<file path="config.mk">
export PLATFORM = sky130hd
export DESIGN_NAME = bitmap_id_allocator
export DESIGN_NICKNAME = d
export VERILOG_FILES = /design/src/hw/rtl/bia_pkg.sv /design/src/hw/rtl/bitmap_id_allocator.sv
export SDC_FILE = /design/constraint.sdc
export NUM_CORES = 1
export LEC_CHECK = 0
export ABC_CLOCK_PERIOD_IN_PS = 4700
export BUFFER_PORTS_ARGS = -buffer_cell sky130_fd_sc_hd__buf_4
export CORE_MARGIN = 2
export CORE_UTILIZATION = 41
export CTS_CLUSTER_DIAMETER = 60
export DETAILED_ROUTE_END_ITERATION = 6
export GPL_ROUTABILITY_DRIVEN = 0
export PLACE_DENSITY = 0.67
export SLEW_MARGIN = 10
export SYNTH_ARGS = -nofsm -noshare
export SYNTH_HDL_FRONTEND = slang
export SYNTH_SLANG_ARGS = --single-unit
</file>
<file path="constraint.sdc">
create_clock -name clk -period 4.7 [get_ports clk]
set_input_delay 0.47 -clock clk [delete_from_list [all_inputs] [get_ports clk]]
set_output_delay 0.47 -clock clk [all_outputs]
set_load 0.05 [all_outputs]
</file>
<file path="src/hw/rtl/bia_pkg.sv">
// Shared constants for the bitmap handle allocator.
// Operation codes, configuration register indexes and stream word widths.
// No dependencies.
package bia_pkg;

  localparam logic [1:0] FN_ALLOC = 2'd0;
  localparam logic [1:0] FN_FREE  = 2'd1;
  localparam logic [1:0] FN_INIT  = 2'd2;

  localparam logic REG_TOP_MASK  = 1'b0;
  localparam logic REG_RSV_COUNT = 1'b1;

  localparam int MAP_WORD_W = 64;
  localparam int IN_DATA_W  = 40;
  localparam int OUT_DATA_W = 40;
  localparam int CFG_DATA_W = 32;

endpackage

</file>
<file path="src/hw/rtl/bitmap_id_allocator.sv">
// Bitmap handle allocator: allocate, free and init over a map of SLOTS entries; uses bia_pkg.
// Sequence: free, init and unknown operations go to ST_FIN, which registers the result word;
// allocate scans one 64-entry map word per cycle in ST_SCAN from the search start word, wrapping once.
// A new operation is accepted only in ST_IDLE, so a stalled result holds the next operation.
// Reset (synchronous, active low) clears the map, search start and tag at once.
module bitmap_id_allocator #(
  parameter int SLOTS = 64
) (
  input  logic                             clk,
  input  logic                             rst_n,
  input  logic                             in_tvalid,
  output logic                             in_tready,
  // fields from bit 0: func[1:0], handle_in[33:2], zero fill
  input  logic [bia_pkg::IN_DATA_W-1:0]    in_tdata,
  output logic                             out_tvalid,
  input  logic                             out_tready,
  // fields from bit 0: handle_out[31:0], ok[32], zero fill
  output logic [bia_pkg::OUT_DATA_W-1:0]   out_tdata,
  input  logic                             cfg_valid,
  output logic                             cfg_ready,
  input  logic                             cfg_index,
  input  logic [bia_pkg::CFG_DATA_W-1:0]   cfg_data
);

  localparam int WW   = bia_pkg::MAP_WORD_W;
  localparam int NW   = (SLOTS + WW - 1) / WW;
  localparam int WIW  = (NW > 1) ? $clog2(NW) : 1;
  localparam int IW   = $clog2(SLOTS);
  localparam int PW1  = $clog2(NW * WW) + 1;
  localparam logic [WIW-1:0] LAST_WORD = WIW'(NW - 1);

  typedef enum logic [1:0] {
    ST_IDLE,
    ST_SCAN,
    ST_FIN
  } state_t;

  state_t            state_r;
  logic [1:0]        func_r;
  logic [31:0]       handle_r;
  logic [WIW-1:0]    word_r;
  logic              pass_r;
  logic [SLOTS-1:0]  map_r;
  logic [IW-1:0]     start_r;
  logic [31:0]       tag_r;
  logic [31:0]       top_mask_r;
  logic [6:0]        rsv_count_r;
  logic              out_tvalid_r;
  logic [31:0]       out_handle_r;
  logic              out_ok_r;

  logic [NW*WW-1:0]  map_pad;
  logic [WW-1:0]     cur_word;
  logic [PW1-1:0]    base;
  logic [PW1-1:0]    gi;
  logic [WW-1:0]     cand;
  logic              hit;
  logic [5:0]        hit_j;
  logic [PW1-1:0]    hit_gi;
  logic [IW-1:0]     hit_idx;
  logic [31:0]       tag_adv;
  logic [31:0]       free_idx;
  logic [SLOTS-1:0]  init_map;
  logic [WIW-1:0]    start_word;
  logic              out_free;
  logic              out_load;

  always_comb begin
    for (int k = 0; k < NW * WW; k++) begin
      if (k < SLOTS) map_pad[k] = map_r[k];
      else           map_pad[k] = 1'b1;
    end
  end

  assign cur_word = map_pad[word_r*WW +: WW];
  assign base     = PW1'(word_r) << 6;

  always_comb begin
    gi = '0;
    for (int j = 0; j < WW; j++) begin
      gi      = base + PW1'(j);
      cand[j] = !cur_word[j] && (pass_r || (gi >= PW1'(start_r)));
    end
  end

  always_comb begin
    hit   = 1'b0;
    hit_j = '0;
    for (int j = WW - 1; j >= 0; j--) begin
      if (cand[j]) begin
        hit   = 1'b1;
        hit_j = 6'(j);
      end
    end
  end

  assign hit_gi     = base + PW1'(hit_j);
  assign hit_idx    = hit_gi[IW-1:0];
  assign tag_adv    = (tag_r + 32'(SLOTS)) & top_mask_r;
  assign free_idx   = handle_r & 32'(SLOTS - 1);
  assign start_word = WIW'(start_r >> 6);
  assign out_free   = !out_tvalid_r || out_tready;
  assign out_load   = out_free && ((state_r == ST_FIN) ||
                      ((state_r == ST_SCAN) && (hit || ((word_r == LAST_WORD) && pass_r))));

  always_comb begin
    for (int i = 0; i < SLOTS; i++) begin
      init_map[i] = (32'(i) < 32'(rsv_count_r));
    end
  end

  always_ff @(posedge clk) begin
    if (!rst_n) begin
      state_r      <= ST_IDLE;
      map_r        <= '0;
      start_r      <= '0;
      tag_r        <= '0;
      top_mask_r   <= 32'hFFFF_FFFF;
      rsv_count_r  <= '0;
      out_tvalid_r <= 1'b0;
      pass_r       <= 1'b0;
      word_r       <= '0;
    end else begin
      if (out_load) out_tvalid_r <= 1'b1;
      else if (out_tready) out_tvalid_r <= 1'b0;

      if (cfg_valid) begin
        unique case (cfg_index)
          bia_pkg::REG_TOP_MASK:  top_mask_r  <= cfg_data;
          bia_pkg::REG_RSV_COUNT: rsv_count_r <= cfg_data[6:0];
        endcase
      end

      unique case (state_r)
        ST_IDLE: begin
          if (in_tvalid) begin
            func_r   <= in_tdata[1:0];
            handle_r <= in_tdata[33:2];
            word_r   <= start_word;
            pass_r   <= 1'b0;
            state_r  <= (in_tdata[1:0] == bia_pkg::FN_ALLOC) ? ST_SCAN : ST_FIN;
          end
        end
        ST_SCAN: begin
          if (hit) begin
            if (out_free) begin
              map_r[hit_idx] <= 1'b1;
              out_handle_r   <= 32'(hit_gi) | tag_r;
              out_ok_r       <= 1'b1;
              state_r        <= ST_IDLE;
            end
          end else if (word_r == LAST_WORD) begin
            if (!pass_r) begin
              tag_r  <= tag_adv;
              pass_r <= 1'b1;
              word_r <= '0;
            end else if (out_free) begin
              out_handle_r <= '0;
              out_ok_r     <= 1'b0;
              state_r      <= ST_IDLE;
            end
          end else begin
            word_r <= word_r + 1'b1;
          end
        end
        ST_FIN: begin
          if (out_free) begin
            out_handle_r <= '0;
            state_r      <= ST_IDLE;
            priority case (func_r)
              bia_pkg::FN_FREE: begin
                if (free_idx < 32'(SLOTS)) map_r[free_idx[IW-1:0]] <= 1'b0;
                if (free_idx < 32'(start_r)) start_r <= free_idx[IW-1:0];
                tag_r    <= tag_adv;
                out_ok_r <= 1'b1;
              end
              bia_pkg::FN_INIT: begin
                map_r    <= init_map;
                start_r  <= '0;
                tag_r    <= '0;
                out_ok_r <= 1'b1;
              end
              default: out_ok_r <= 1'b0;
            endcase
          end
        end
        default: state_r <= ST_IDLE;
      endcase
    end
  end

  assign in_tready  = (state_r == ST_IDLE);
  assign cfg_ready  = 1'b1;
  assign out_tvalid = out_tvalid_r;
  assign out_tdata  = {7'b0, out_ok_r, out_handle_r};

endmodule
</file>
Word level (Yosys, flattened, before mapping). Cells that the tools add are included.

Register bits: 187. Latch bits: 0. Bits in writable memories: 0. ROM bits: 0. Output and inout port bits: 43. Word-level logic and storage cells: 633. Memories kept: 0.

Add/subtract/negate cells: 66. Multipliers: 0. Divide/modulo/power cells: 0. Order comparisons: 134. Equality and inequality tests: 17. Shift operators: 1. Mux-type cells: 176. Bitwise gates (word level): 7. Reduce and logical (&&, ||, !) cells: 219.

Operators by type and width (count): 7-bit by 6-bit >= comparator with 1-bit output (64); 6-bit two-way mux (65); 32-bit two-way mux (9); 64-bit two-way mux (4); 64-bit case mux with 2 select lines (2); 7-bit by 6-bit adder with 7-bit output (second input constant) (32); 6-bit by 7-bit < comparator with 1-bit output (first input constant) (32); 32-bit case mux with 2 select lines (3); 7-bit by 5-bit adder with 7-bit output (second input constant) (16); 5-bit by 7-bit < comparator with 1-bit output (first input constant) (16); 1-bit two-way mux (80); 1-bit logical AND (69); 1-bit logical OR (67); 1-bit zero test (65); 64-bit AND (1); 64-bit inverter (1); 64-bit OR (1); 64-bit by 8-bit variable part select with 64-bit output (1); 7-bit by 4-bit adder with 7-bit output (second input constant) (8); 4-bit by 7-bit < comparator with 1-bit output (first input constant) (8); 32-bit by 7-bit adder with 32-bit output (second input constant) (1); 32-bit AND (1); 7-bit by 32-bit OR with 32-bit output (1); 7-bit by 3-bit adder with 7-bit output (second input constant) (4); other kinds (29) (69).

Depth between registers and ports, before layout.
Depth after elaboration: 77. Mapped depth: 15.

Worst setup path after synthesis. OpenSTA, ideal clock, no wires.

Path type: register to register. From: register pass_r. To: register out_handle_r[0] (enable). Data arrival time: 3776 ps. Required time: 4279 ps. Slack: 503 ps. Stages on the path, launching flop included: 12. Path buffers: 2. Clock period less this slack: 4197 ps. Cell sequence: dfxtp_1 -> buf_6 -> and4b_1 -> buf_4 -> a21oi_2 -> or4_4 -> or4_4 -> nor3_4 -> nand2_1 -> a211oi_1 -> a21oi_1 -> nor2_1.

Cells in the longest elaborated chain, start to end: 68. Elaborated cells between the ends (all ways): 196. Classes of those cells: 3 x eq/ne; 64 x mux; 129 x reduce/logical.

RTL lines: start, declared (RTL line bitmap_id_allocator.sv:42) `logic pass_r;`; start signal, assigned (RTL line bitmap_id_allocator.sv:121) `pass_r <= 1'b0;`; start signal, assigned (RTL line bitmap_id_allocator.sv:140) `pass_r <= 1'b0;`; start signal, assigned (RTL line bitmap_id_allocator.sv:155) `pass_r <= 1'b1;`; 1-bit logical OR (RTL line bitmap_id_allocator.sv:82) `cand[j] = !cur_word[j] && (pass_r || (gi >= PW1'(start_r)));`; 1-bit logical AND (RTL line bitmap_id_allocator.sv:82); 1-bit two-way mux (64 in series) (RTL line bitmap_id_allocator.sv:90) `if (cand[j]) begin`; 3-bit inequality test (no source line); 5-bit AND reduction (no source line) (*); end signal, assigned (RTL line bitmap_id_allocator.sv:148) `out_handle_r <= 32'(hit_gi) | tag_r;`; end, declared (RTL line bitmap_id_allocator.sv:49) `logic [31:0] out_handle_r;`.

Mark *: on every way between the ends. The rest lies on a longest branch, timed or not. A chain may end at the register's enable or synchronous reset.

Final worst setup path.
From: register start_r[1]. To: register map_r[10] (netlist: map_pad[10]).

Cells in the longest elaborated chain, start to end: 76. Elaborated cells between the ends (all ways): 332. Classes of those cells: 1 x add/sub; 66 x order compare; 1 x eq/ne; 133 x mux; 1 x bitwise; 130 x reduce/logical.

RTL lines: start, declared (RTL line bitmap_id_allocator.sv:44) `logic [IW-1:0] start_r;`; start signal, assigned (RTL line bitmap_id_allocator.sv:173) `if (free_idx < 32'(start_r)) start_r <= free_idx[IW-1:0];`; 7-bit by 6-bit >= comparator with 1-bit output (RTL line bitmap_id_allocator.sv:82); 1-bit logical OR (RTL line bitmap_id_allocator.sv:82); 1-bit logical AND (RTL line bitmap_id_allocator.sv:82); 6-bit two-way mux (64 in series) (RTL line bitmap_id_allocator.sv:90); 7-bit by 6-bit adder with 7-bit output (RTL line bitmap_id_allocator.sv:97) `assign hit_gi = base + PW1'(hit_j);`; 6-bit by 7-bit < comparator with 1-bit output (not written as such) / 6-bit by 1-bit >= comparator with 1-bit output (equally long branches) (RTL line bitmap_id_allocator.sv:147) `map_r[hit_idx] <= 1'b1;`; 1-bit logical AND (not written as such) (RTL line bitmap_id_allocator.sv:147); 1-bit two-way mux (not written as such) (RTL line bitmap_id_allocator.sv:147); 1-bit demux with 6-bit select (RTL line bitmap_id_allocator.sv:147); 64-bit OR (no source line); 64-bit two-way mux (RTL line bitmap_id_allocator.sv:146) `if (out_free) begin`; 64-bit two-way mux (RTL line bitmap_id_allocator.sv:145) `if (hit) begin`; 64-bit case mux with 2 select lines (RTL line bitmap_id_allocator.sv:134) `unique case (state_r)`; end signal, assigned (RTL line bitmap_id_allocator.sv:178) `map_r <= init_map;`; end, declared (RTL line bitmap_id_allocator.sv:43) `logic [SLOTS-1:0] map_r;`.

Several ways; a longest one is shown, not always the timed one. The select of a mux whose other input is x is not followed.

==> impl_metrics.csv <==
group,metric,value,unit
synthesis,synth-compound-area-share,30.87,%
floorplan,dieHeight,177.6,um
floorplan,row_count,63,
placement,port_buffers,80,
finish,areaGrowthSynthToFinish,12.54,%
sta,tightestPinTransition,1.175,ns
floorplan,core_area,29640,sq um
synthesis,synth_top_family_by_area,"compound AO/OA/AOI/OAI gates",
clocking,clock-sinks,186,
finish,nets,1735,
worst_hold_path,min-delay-start,"in_tdata[2]",
synthesis,synth_mux_area_share,0.5670,%
grt,grt_usage,28.98,%
route,ant_nets,0,
clocking,post_cts_buffers,0,
setup_path,critPathKind,"reg -> reg",
synthesis,yosysUniqueCellTypes,85,
finish,layoutNonFillerInstCount,2051,
synthesis,ys.flop_type,"dfxtp_1",
grt,grt_pass1_wl,71480,um
grt,overflow,0,
setup_path,cp-end-kind,"register",
floorplan,die_area,31540,sq um
sta,finalHoldViolations,0,
sta,period_share,94.82,%
synthesis,synthSimpleGateAreaFrac,27.80,%
grt,grt_max_degree,68,
clocking,htreeDepth,4,
clocking,clkLatencyLatePin,0.46,ns
sta,period_minus_slack,4.456,ns
synthesis,synthAdderAreaFrac,1.114,%
status,outcome,"finished with violations",
route,wl_per_cell,22.47,um
setup_path,timing.rr.start,"start_r[1]$_SDFFE_PN0P_",
setup_path,start_kind,"register",
route,viasPerCell,6.621,
synthesis,synth_xor_xnor_area_share,0.1418,%
setup_path,worstPathRequired,5.04,ns
synthesis,postSynth.asyncResetShare,0,%
setup_path,crit_start,"start_r[1]$_SDFFE_PN0P_",
clocking,cts_resized,0,
route,wl,46090,um
sta,fmax,224.4,MHz
synthesis,avgSynthCellArea,7.586,sq um
sta,setup_viol,0,
sta,fin_tns_setup,0,ns
finish,drive_gt1_share,12.24,%
route,vias,13580,
sta,fin_skew,0.02143,ns
synthesis,netlist_area,12360,sq um
clocking,clockBufferDepth,2,
worst_hold_path,hp-class,"in -> reg",
floorplan,io_pins,121,
clocking,hold_buffers,0,
grt,antenna_found_initial,0,
clocking,cts-root-buf,"clkbuf_16",
grt,grt_pass1_vias,12500,
power,vdd_drop_max,0.3387,mV
floorplan,start_util,41.69,%
synthesis,synth_cells,1629,
setup_path,crit_fanout,40,
placement,dp_hpwl,32500,um
power,power_density,284.8,nW/um^2
route,dr.pass1.iters,7,
route,first_iter_violations,2029,
floorplan,fp.dieW,177.6,um
synthesis,ys_warn_count,0,
clocking,numCtsBuffers,17,
clocking,cts_tree,"done",
flow_run,timing.max_cap.violations,0,
setup_path,worst-endpoint-arrival,4.80,ns
power,power.leakage,5.170,nW
sta,slew_viol_final,0,
sta,relSlewSlack,21.06,%
synthesis,synth-edff-count,41,
placement,place_inst,2017,
sta,rsz0062_at_grt,"no",
synthesis,yosysSeqAreaShare,33.45,%
clocking,clk_pin_slew,0.09,ns
status,violations,"DRC",
route,drcViolationCount,2,
synthesis,ys_ff_latch,186,
==> Yosys cell counts (all sizes together), types with 24 or more instances <==
library cell  number  share of area, %
o311a             39               3.2
buf               48               2.5
nor2             106               3.2
clkbuf            91               2.8
a211oi            28               1.8
and2              25               1.3
nand2            246               7.5
o21ai            153               6.2
nor3              53               2.2
inv               24              0.73
edfxtp            41                10
dfxtp            145                23
a21oi            112               4.6
nand3             96               3.9
o211ai            57               3.5
==> per-layer routing <==
layer / part of all wire (%) / GRT usage, %
met5: 0 / 0
met4: 5.2 / 13.83
met3: 12 / 7.605
met2: 42 / 42.76
met1: 41 / 39.19
==> where the power goes <==
part           leakage [nW]  switching [mW]  internal, mW
registers              1.56          0.0973          1.70
clock network         0.304           0.809         0.742
logic                  3.30           0.416         0.200
total                  5.17            1.32          2.64
==> cell type report <==
cell class / instances / area [sq um]
fill: 2948 / 15730
multi-input combinational: 1285 / 7540
sequential: 186 / 4134
timing repair buffer: 131 / 1021
tap: 390 / 488.0
clock buffer: 17 / 425.4
clock inverter: 15 / 198.9
inverter: 25 / 93.84
antenna: 2 / 5.005
==> worst max-delay path: stages (launching register included) <==
cell	delay, ns
dfxtp_1	0.83
and3_1	0.48
buf_4	0.22
nand3_1	0.08
a221oi_1	0.51
nand4b_1	0.33
or3_1	0.55
o31a_2	0.62
buf_12	0.30
o311a_1	0.35
==> sequential cells by signal, summed over array words and instances (netlist names) <==
name and cells:
map_pad 64, out_handle_r 32, tag_r 32, top_mask_r 32, rsv_count_r 7, handle_r 6
start_r 6, func_r 2, state_r 2, out_ok_r 1, out_tvalid 1, pass_r 1
==> kinds of logic after synthesis <==
group	count (synthesis)
buf+inv	164
other cells	2
simple gates	691
flops	186
compound gates	566
mux	7
xor+xnor	2
fa+ha+maj	11
==> path summary, 6_finish.rpt <==
kind	slack (ns)	cells past startpoint	end
setup / recovery	0.24	9	map_pad[10]$_SDFFE_PN0P_
setup reg to reg	0.24	9	map_pad[10]$_SDFFE_PN0P_
hold / removal	0.19	1	handle_r[0]$_DFFE_PP_
hold reg to reg	0.44	2	tag_r[2]$_SDFFE_PN0P_
==> cell usage in the layout, fill, tap and decap left out, drive strengths merged, types with 39 or more instances in the layout <==
| master | synthesis | routed |
|---|---|---|
| o211ai | 57 | 57 |
| a21oi | 112 | 112 |
| nand3 | 96 | 96 |
| dfxtp | 145 | 145 |
| o311a | 39 | 39 |
| nor2 | 106 | 106 |
| buf | 48 | 131 |
| nand2 | 246 | 246 |
| nor3 | 53 | 53 |
| edfxtp | 41 | 41 |
| o21ai | 153 | 153 |
==> through the flow <==
step	total power, mW	setup WS (ns)	hold WS [ns]	utilization (%)	cell area, sq um
2_1_floorplan	2.200	0.5026	0.4088	-	12380
3_3_place_gp	2.409	0.5103	0.4260	44.77	13270
3_5_place_dp	2.418	0.4640	0.4282	44.77	13270
4_1_cts	3.939	0.4518	0.1971	46.88	13890
5_1_grt	4.083	0.1029	0.1911	46.90	13900
6_report	3.961	0.2436	0.1915	46.92	13910
No activity file was read; power rests on OpenSTA's default activity.
